**src/rtl/sstf_pkg.sv**
```systemverilog
// Types and constants of the SSTF request scheduler.
package sstf_pkg;

    localparam int TABLE_DEPTH = 32;
    localparam int TAG_BITS    = 8;

    localparam int OPC_W       = 2;
    localparam int TAG_FIELD_W = 8;
    localparam int POS_W       = 48;

    localparam int KTAG_W  = (TAG_BITS < TAG_FIELD_W) ? TAG_BITS : TAG_FIELD_W;
    localparam int IDX_W   = (TABLE_DEPTH > 1) ? $clog2(TABLE_DEPTH) : 1;
    localparam int CNT_W   = $clog2(TABLE_DEPTH + 1);
    localparam int ENTRY_W = KTAG_W + POS_W;

    typedef enum logic [OPC_W-1:0] {
        OP_ADD      = 2'd0,
        OP_DISPATCH = 2'd1,
        OP_REMOVE   = 2'd2
    } opcode_t;

    typedef enum logic [1:0] {
        ST_OK       = 2'd0,
        ST_FULL     = 2'd1,
        ST_EMPTY    = 2'd2,
        ST_NOTFOUND = 2'd3
    } status_t;

    typedef enum logic [2:0] {
        S_IDLE,
        S_EXEC,
        S_SCAN,
        S_COMPACT,
        S_DONE
    } state_t;

    typedef struct packed {
        logic [OPC_W-1:0]       opcode;
        logic [TAG_FIELD_W-1:0] request_tag;
        logic [POS_W-1:0]       request_position;
    } in_beat_t;

    typedef struct packed {
        logic                   dispatch_valid;
        logic [TAG_FIELD_W-1:0] dispatched_tag;
        logic [POS_W-1:0]       dispatched_position;
        logic [1:0]             status;
        logic                   queue_empty;
    } out_beat_t;

endpackage

```
**src/rtl/sstf_ram.sv**
```systemverilog
// Generic single-write, single-read RAM with registered read data.
module sstf_ram #(
    parameter int WIDTH = 8,
    parameter int DEPTH = 32,
    localparam int ADDR_W = (DEPTH > 1) ? $clog2(DEPTH) : 1
) (
    input  logic              aclk,
    input  logic              we,
    input  logic [ADDR_W-1:0] waddr,
    input  logic [WIDTH-1:0]  wdata,
    input  logic [ADDR_W-1:0] raddr,
    output logic [WIDTH-1:0]  rdata
);

    logic [WIDTH-1:0] mem [DEPTH];

    always_ff @(posedge aclk) begin
        if (we) begin
            mem[waddr] <= wdata;
        end
        rdata <= mem[raddr];
    end

endmodule

```
**src/rtl/sstf_request_scheduler.sv**
```systemverilog
// Shortest-seek-time-first request scheduler top level.
//
// Pending requests sit in one RAM in arrival order; a single read port feeds a
// distance unit (two subtracts and one compare) and later the compaction
// that closes the gap left by a dispatched or removed entry. The block takes one
// beat at a time. Add, the unused opcode and any beat on an empty table go from
// the execute state straight to the result. Dispatch and remove on a non-empty
// table scan every pending entry and then compact the entries behind the slot
// that is taken out; a remove that finds nothing skips the compaction. Stalls on
// m_ready hold the block: the result is held in an output register until taken,
// and the next beat can be accepted in the cycle after the result is loaded.
module sstf_request_scheduler
    import sstf_pkg::*;
(
    input  logic      aclk,
    input  logic      aresetn,
    input  logic      s_valid,
    output logic      s_ready,
    input  in_beat_t  s_data,
    output logic      m_valid,
    input  logic      m_ready,
    output out_beat_t m_data
);

    state_t state_reg, state_next;

    logic [OPC_W-1:0]  op_reg;
    logic [KTAG_W-1:0] tag_reg;
    logic [POS_W-1:0]  pos_reg;

    logic [CNT_W-1:0] count_reg, count_next;
    logic [POS_W-1:0] last_reg, last_next;
    logic [CNT_W-1:0] rd_reg, rd_next;

    logic             p1_valid_reg, p1_valid_next;
    logic [IDX_W-1:0] p1_idx_reg, p1_idx_next;

    logic              p2_valid_reg, p2_valid_next;
    logic [IDX_W-1:0]  p2_idx_reg;
    logic [KTAG_W-1:0] p2_tag_reg;
    logic [POS_W-1:0]  p2_pos_reg;
    logic [POS_W-1:0]  p2_dist_reg;

    logic              found_reg, found_next;
    logic [IDX_W-1:0]  best_idx_reg, best_idx_next;
    logic [POS_W-1:0]  best_dist_reg, best_dist_next;
    logic [KTAG_W-1:0] best_tag_reg, best_tag_next;
    logic [POS_W-1:0]  best_pos_reg, best_pos_next;

    status_t status_reg, status_next;

    logic      m_valid_reg, m_valid_next;
    out_beat_t m_data_reg, m_data_next;

    logic               ram_we;
    logic [IDX_W-1:0]   ram_waddr;
    logic [ENTRY_W-1:0] ram_wdata;
    logic [IDX_W-1:0]   ram_raddr;
    logic [ENTRY_W-1:0] ram_rdata;

    logic [KTAG_W-1:0] rd_tag;
    logic [POS_W-1:0]  rd_pos;
    logic [POS_W:0]    diff_up;
    logic [POS_W-1:0]  diff_down;
    logic [POS_W-1:0]  cand_dist;

    logic      issue;
    logic      sweep_idle;
    logic      out_free;
    logic      dispatched;
    out_beat_t result;

    sstf_ram #(
        .WIDTH(ENTRY_W),
        .DEPTH(TABLE_DEPTH)
    ) u_table (
        .aclk (aclk),
        .we   (ram_we),
        .waddr(ram_waddr),
        .wdata(ram_wdata),
        .raddr(ram_raddr),
        .rdata(ram_rdata)
    );

    assign rd_tag    = ram_rdata[ENTRY_W-1:POS_W];
    assign rd_pos    = ram_rdata[POS_W-1:0];
    assign diff_up   = {1'b0, rd_pos} - {1'b0, last_reg};
    assign diff_down = last_reg - rd_pos;
    assign cand_dist = diff_up[POS_W] ? diff_down : diff_up[POS_W-1:0];

    assign issue      = ((state_reg == S_SCAN) || (state_reg == S_COMPACT))
                        && (rd_reg < count_reg);
    assign sweep_idle = !issue && !p1_valid_reg && !p2_valid_reg;
    assign out_free   = !m_valid_reg || m_ready;
    assign ram_raddr  = rd_reg[IDX_W-1:0];

    assign dispatched = (op_reg == OP_DISPATCH) && (status_reg == ST_OK);

    always_comb begin
        result                     = '0;
        result.dispatch_valid      = dispatched;
        result.dispatched_tag      = dispatched ? TAG_FIELD_W'(best_tag_reg) : '0;
        result.dispatched_position = dispatched ? best_pos_reg : '0;
        result.status              = status_reg;
        result.queue_empty         = (count_reg == '0);
    end

    always_comb begin
        state_next = state_reg;
        unique case (state_reg)
            S_IDLE: begin
                if (s_valid) begin
                    state_next = S_EXEC;
                end
            end
            S_EXEC: begin
                unique case (op_reg)
                    OP_DISPATCH,
                    OP_REMOVE: state_next = (count_reg == '0) ? S_DONE : S_SCAN;
                    default:   state_next = S_DONE;
                endcase
            end
            S_SCAN: begin
                if (sweep_idle) begin
                    state_next = (op_reg == OP_DISPATCH || found_reg) ? S_COMPACT : S_DONE;
                end
            end
            S_COMPACT: begin
                if (sweep_idle) begin
                    state_next = S_DONE;
                end
            end
            S_DONE: begin
                if (out_free) begin
                    state_next = S_IDLE;
                end
            end
            default: state_next = S_IDLE;
        endcase
    end

    always_comb begin
        count_next     = count_reg;
        last_next      = last_reg;
        rd_next        = rd_reg;
        p1_valid_next  = 1'b0;
        p1_idx_next    = p1_idx_reg;
        p2_valid_next  = 1'b0;
        found_next     = found_reg;
        best_idx_next  = best_idx_reg;
        best_dist_next = best_dist_reg;
        best_tag_next  = best_tag_reg;
        best_pos_next  = best_pos_reg;
        status_next    = status_reg;
        m_data_next    = m_data_reg;
        m_valid_next   = m_valid_reg && !m_ready;
        ram_we         = 1'b0;
        ram_waddr      = count_reg[IDX_W-1:0];
        ram_wdata      = {tag_reg, pos_reg};

        unique case (state_reg)
            S_IDLE: begin
            end
            S_EXEC: begin
                rd_next     = '0;
                found_next  = 1'b0;
                status_next = ST_OK;
                unique case (op_reg)
                    OP_ADD: begin
                        if (count_reg == CNT_W'(TABLE_DEPTH)) begin
                            status_next = ST_FULL;
                        end else begin
                            ram_we     = 1'b1;
                            count_next = count_reg + CNT_W'(1);
                        end
                    end
                    OP_DISPATCH: begin
                        if (count_reg == '0) begin
                            status_next = ST_EMPTY;
                        end
                    end
                    OP_REMOVE: begin
                        if (count_reg == '0) begin
                            status_next = ST_NOTFOUND;
                        end
                    end
                    default: begin
                    end
                endcase
            end
            S_SCAN: begin
                if (issue) begin
                    p1_valid_next = 1'b1;
                    p1_idx_next   = rd_reg[IDX_W-1:0];
                    rd_next       = rd_reg + CNT_W'(1);
                end
                p2_valid_next = p1_valid_reg;
                if (p2_valid_reg) begin
                    if (op_reg == OP_DISPATCH) begin
                        if (!found_reg || (p2_dist_reg < best_dist_reg)) begin
                            found_next     = 1'b1;
                            best_idx_next  = p2_idx_reg;
                            best_dist_next = p2_dist_reg;
                            best_tag_next  = p2_tag_reg;
                            best_pos_next  = p2_pos_reg;
                        end
                    end else if (!found_reg && (p2_tag_reg == tag_reg)) begin
                        found_next    = 1'b1;
                        best_idx_next = p2_idx_reg;
                    end
                end
                if (sweep_idle) begin
                    rd_next = CNT_W'(best_idx_reg) + CNT_W'(1);
                    if (op_reg != OP_DISPATCH && !found_reg) begin
                        status_next = ST_NOTFOUND;
                    end
                end
            end
            S_COMPACT: begin
                if (issue) begin
                    p1_valid_next = 1'b1;
                    p1_idx_next   = IDX_W'(rd_reg - CNT_W'(1));
                    rd_next       = rd_reg + CNT_W'(1);
                end
                if (p1_valid_reg) begin
                    ram_we    = 1'b1;
                    ram_waddr = p1_idx_reg;
                    ram_wdata = ram_rdata;
                end
                if (sweep_idle) begin
                    count_next = count_reg - CNT_W'(1);
                    if (op_reg == OP_DISPATCH) begin
                        last_next = best_pos_reg;
                    end
                end
            end
            S_DONE: begin
                if (out_free) begin
                    m_valid_next = 1'b1;
                    m_data_next  = result;
                end
            end
            default: begin
            end
        endcase
    end

    always_ff @(posedge aclk) begin
        if (!aresetn) begin
            state_reg    <= S_IDLE;
            count_reg    <= '0;
            last_reg     <= '0;
            rd_reg       <= '0;
            p1_valid_reg <= 1'b0;
            p2_valid_reg <= 1'b0;
            found_reg    <= 1'b0;
            status_reg   <= ST_OK;
            m_valid_reg  <= 1'b0;
        end else begin
            state_reg    <= state_next;
            count_reg    <= count_next;
            last_reg     <= last_next;
            rd_reg       <= rd_next;
            p1_valid_reg <= p1_valid_next;
            p2_valid_reg <= p2_valid_next;
            found_reg    <= found_next;
            status_reg   <= status_next;
            m_valid_reg  <= m_valid_next;
        end
    end

    always_ff @(posedge aclk) begin
        if (s_valid && s_ready) begin
            op_reg  <= s_data.opcode;
            tag_reg <= s_data.request_tag[KTAG_W-1:0];
            pos_reg <= s_data.request_position;
        end
        p1_idx_reg    <= p1_idx_next;
        p2_idx_reg    <= p1_idx_reg;
        p2_tag_reg    <= rd_tag;
        p2_pos_reg    <= rd_pos;
        p2_dist_reg   <= cand_dist;
        best_idx_reg  <= best_idx_next;
        best_dist_reg <= best_dist_next;
        best_tag_reg  <= best_tag_next;
        best_pos_reg  <= best_pos_next;
        m_data_reg    <= m_data_next;
    end

    assign s_ready = (state_reg == S_IDLE);
    assign m_valid = m_valid_reg;
    assign m_data  = m_data_reg;

endmodule

```
**config.mk**
```make
export PLATFORM = sky130hd
export DESIGN_NAME = sstf_request_scheduler
export DESIGN_NICKNAME = d
export VERILOG_FILES = /design/src/rtl/sstf_pkg.sv /design/src/rtl/sstf_ram.sv /design/src/rtl/sstf_request_scheduler.sv
export SDC_FILE = /design/constraint.sdc
export NUM_CORES = 2
export LEC_CHECK = 0
export ABC_AREA = 1
export ABC_CLOCK_PERIOD_IN_PS = 6000
export BUFFER_PORTS_ARGS = -buffer_cell sky130_fd_sc_hd__buf_2
export CORE_MARGIN = 2
export CORE_UTILIZATION = 50
export DETAILED_ROUTE_END_ITERATION = 10
export PLACE_DENSITY_LB_ADDON = 0.1
export SLEW_MARGIN = 20
export SYNTH_ARGS = -nofsm -noshare
export SYNTH_HDL_FRONTEND = slang
export SYNTH_SLANG_ARGS = --single-unit
```
**constraint.sdc**
```tcl
create_clock -name aclk -period 6 [get_ports aclk]
set_input_delay 0.3 -clock aclk [delete_from_list [all_inputs] [get_ports aclk]]
set_output_delay 0.3 -clock aclk [all_outputs]
set_load 0.05 [all_outputs]
```
==> impl_metrics.env <==
export IMPL_hpwl_mm=169
export IMPL_post_dp_cell_area_sq_um=95700
export IMPL_synth_top_area_share_pct=66.1
export IMPL_number_of_gates_resized_after_cts=0
export IMPL_initial_antenna_violation_count=13
export IMPL_grt_ovfl_total=0
export IMPL_min_path_type="input port to register"
export IMPL_timing_max_transition_violations_final=0
export IMPL_drcViolationCount=0
export IMPL_worst_hold_slack_ns=0.154
export IMPL_ff_to_ff_start="state_reg[1]$_SDFFE_PN0P_"
export IMPL_register_clock_pin_slew_on_the_reported_worst_setup_and_hold_paths_ns=0.06
export IMPL_final_min_clock_period_ns=4.56
export IMPL_multi_input_area_sq_um=23700
export IMPL_synth_largest_area_cell="edfxtp_1"
export IMPL_crit_fanout=41
export IMPL_drive_above_1_share_pct=9.69
export IMPL_drt_initial_drc_count=7254
export IMPL_synth_fp_nets=7818
export IMPL_final_setup_skew_ns=0.0578
export IMPL_max_clock_freq_mhz=219
export IMPL_max_vdd_drop_v=0.000288
export IMPL_detail_route_wirelength_mm=281
export IMPL_synth_edff_count=2024
export IMPL_synthFlopType="edfxtp_1"
export IMPL_timing_setup_critical_path_class="register to register"
export IMPL_floorplan_die_width_microns=433
export IMPL_result_of_the_run="complete, no violations"
export IMPL_post_synth_instance_area_sq_um=91900
export IMPL_timing_worst_slew_pin_value_ns=1.28
export IMPL_globalplace_congestion=1.01
export IMPL_clockBufferDepth=3
export IMPL_tritoncts_num_buffers=225
export IMPL_worst_path_dominant_cell_family="simple AND/OR/NAND/NOR gates"
export IMPL_longest_individual_stage_delay_on_the_worst_path_ns=0.98
export IMPL_floorplan_initialDensity_pct=50.3
export IMPL_grt_first_pass_wirelength_mm=404
export IMPL_ys_ff_latch=2258
export IMPL_power_leakage_uw=0.0364
export IMPL_synth_cells=7595
export IMPL_synth_top_cells_by_area="edfxtp_1 66%, o21ai_0 6.0%, dfxtp_1 5.1%, nor2_1 4.7%, nand2_1 3.3%"
export IMPL_fp_dieArea_sq_um=187000
export IMPL_final_period_utilization_pct=76.0
export IMPL_maxCapViolCount=0
export IMPL_total_number_of_placement_rows=157
export IMPL_critical_path_cell_chain="nand3_1 > buf_4 > nor2_8 > inv_6 > or2_0 > o21ai_1 > nand3_1 > nor2_4 > buf_4"
export IMPL_preCtsSetupSlack_ns=1.60
export IMPL_combined_buffer_and_inverter_count_along_the_critical_path=3
export IMPL_report_final_setup_viol=0
export IMPL_final_hold_violation_count=0
export IMPL_max_slew_margin_rel_pct=14.0
export IMPL_yosysUniqueCellTypes=56
export IMPL_clock_net_sink_count=2258
export IMPL_min_delay_start="s_data[14]"
export IMPL_coreArea_sq_um=183000
export IMPL_clock_root_buffer="clkbuf_16"
export IMPL_layout_filler_cells=15129
export IMPL_worstSkewPairLatency_ns=0.87
export IMPL_crit_path_start="state_reg[1]$_SDFFE_PN0P_"
export IMPL_final_nets=7938
export IMPL_area_sequential_sq_um=65500
export IMPL_power_density_nw_per_um2=371
export IMPL_post_route_cell_area_sq_um=104000
export IMPL_grt_start_max_net_pins=166
export IMPL_chipHeight_microns=433
export IMPL_routed_wire_length_per_instance_microns=27.1
export IMPL_async_reset_ff_share_pct=0
export IMPL_floorplan_io_pins=124
export IMPL_crit_path_top_delay_cell="nor2_4"
export IMPL_cts_tree="built"
export IMPL_synthesis_area_per_instance_sq_um=12.1
export IMPL_critPathRequiredTime_ns=6.52
export IMPL_sort_of_element_at_the_end_of_the_critical_path="register"
export IMPL_rsz0062_at_grt="no"
export IMPL_area_delta_synth_final_pct=12.8
export IMPL_detailedRoute_firstPassIterationCount=6
export IMPL_drtAntennaViolNets=0
export IMPL_fin_setup_tns_ns=0
export IMPL_worst_endpoint_arrival_ns=5.08
export IMPL_largest_reg_flops=1792
export IMPL_worst_setup_path_start_kind="register"
export IMPL_yosys_warns=0
export IMPL_final_critical_path_setup_slack_ns=1.44
export IMPL_cts_hold_repair_buffers=61
export IMPL_viasPerCell=5.93
export IMPL_clock_tree_htree_level_count=4
export IMPL_vias=61486
export IMPL_yosysSeqAreaShare_pct=71.2
export IMPL_vias_in_the_first_global_route=58264
export IMPL_numPortBuffers=123
export IMPL_global_route_usage_total_pct=29.6
export IMPL_postCtsSetupRepairBufs=0
[kinds of logic (layout without fill, tap and decap cells)]
group / after synthesis / count (layout) / synth area share [%]
flops: 2258 / 2258 / 71.2
simple gates: 2166 / 2166 / 9.28
compound gates: 2082 / 2082 / 12.6
buf+inv: 828 / 1145 / 3.73
fa+ha+maj: 161 / 161 / 2.22
xor+xnor: 100 / 100 / 0.953
other cells: 0 / 1 / 0
[synthesized netlist by cell type (9+ instances only)]
| cell | number |
|---|---|
| a211oi_1 | 55 |
| a21o_1 | 18 |
| a21oi_1 | 284 |
| a221oi_1 | 30 |
| a22o_1 | 25 |
| a31oi_1 | 36 |
| buf_1 | 9 |
| buf_2 | 150 |
| buf_4 | 15 |
| buf_6 | 9 |
| clkbuf_1 | 255 |
| dfxtp_1 | 234 |
| edfxtp_1 | 2024 |
| ha_1 | 158 |
| inv_1 | 365 |
| inv_2 | 16 |
| nand2_1 | 817 |
| nand3_1 | 113 |
| nor2_1 | 1161 |
| nor2_2 | 17 |
| nor3_1 | 17 |
| o211ai_1 | 9 |
| o21a_1 | 13 |
| o21ai_0 | 1095 |
| o21ai_1 | 29 |
| o21bai_1 | 11 |
| o22ai_1 | 451 |
| xnor2_1 | 21 |
| xor2_1 | 79 |
[final timing paths]
check	to	slack (ns)	cells past startpoint
max reg2reg	u_table.mem[17][13]$_DFFE_PP_	1.44	9
min	pos_reg[14]$_DFFE_PP_	0.15	2
min reg2reg	p2_tag_reg[1]$_DFF_P_	0.35	0
max	u_table.mem[17][13]$_DFFE_PP_	1.44	9
[per-stage QoR]
step	cells	total power [uW]	util, %
floorplan	7595	22300	-
global route	10377	39800	56.7
global placement	9887	24800	52.3
CTS	10373	38600	56.6
detailed placement	9888	24900	52.4
finish	10377	38500	56.7
[layer usage]
layer  share of wire [%]  GRT usage, %
met1                  42          41.7
met5               0.016             0
met2                  47          47.3
met4                 3.3          9.58
met3                 7.7          4.60
[worst reg2reg max path, cell delays in order (launching register included)]
cell,delay (ns)
dfxtp_1,0.43
nand3_1,0.12
buf_4,0.20
nor2_8,0.35
inv_6,0.27
or2_0,0.30
o21ai_1,0.31
nand3_1,0.83
nor2_4,0.98
buf_4,0.43
[layout by cell type (no fill, tap or decap), drive strengths merged, types with 7 or more instances in the layout]
cell and count:
nor3 20, xnor2 21, nand4 8, edfxtp 2024, a22o 25, ha 158, a31oi 36, o21a 13
o21bai 11, or2 7, a21oi 290, nand2 825, o211ai 9, dlygate4sd3 61, bufinv 14, dfxtp 234
o22ai 451, a21o 18, xor2 79, a211oi 55, buf 276, nor2 1179, clkinv 104, a221oi 30
nand3 119, clkbuf 293, inv 393, a21boi 8, o21ai 1132
[report_power, final]
part | internal [uW] | leakage, uW | total, uW | switching [uW]
clock | 7760 | 0.00354 | 13800 | 6040
combinational | 1540 | 0.0127 | 5980 | 4430
sequential | 18200 | 0.0202 | 18700 | 508
total | 27500 | 0.0364 | 38500 | 11000
[cell type report]
type	instances	share of cell area [%]
timing repair buffer	337	2.68
inverter	384	1.42
tap	2464	2.97
clock inverter	131	1.09
antenna	1	0.00241
clock buffer	293	5.88
sequential	2258	63.1
multi-input combinational	4509	22.8
(Power assumes the default switching activity.)
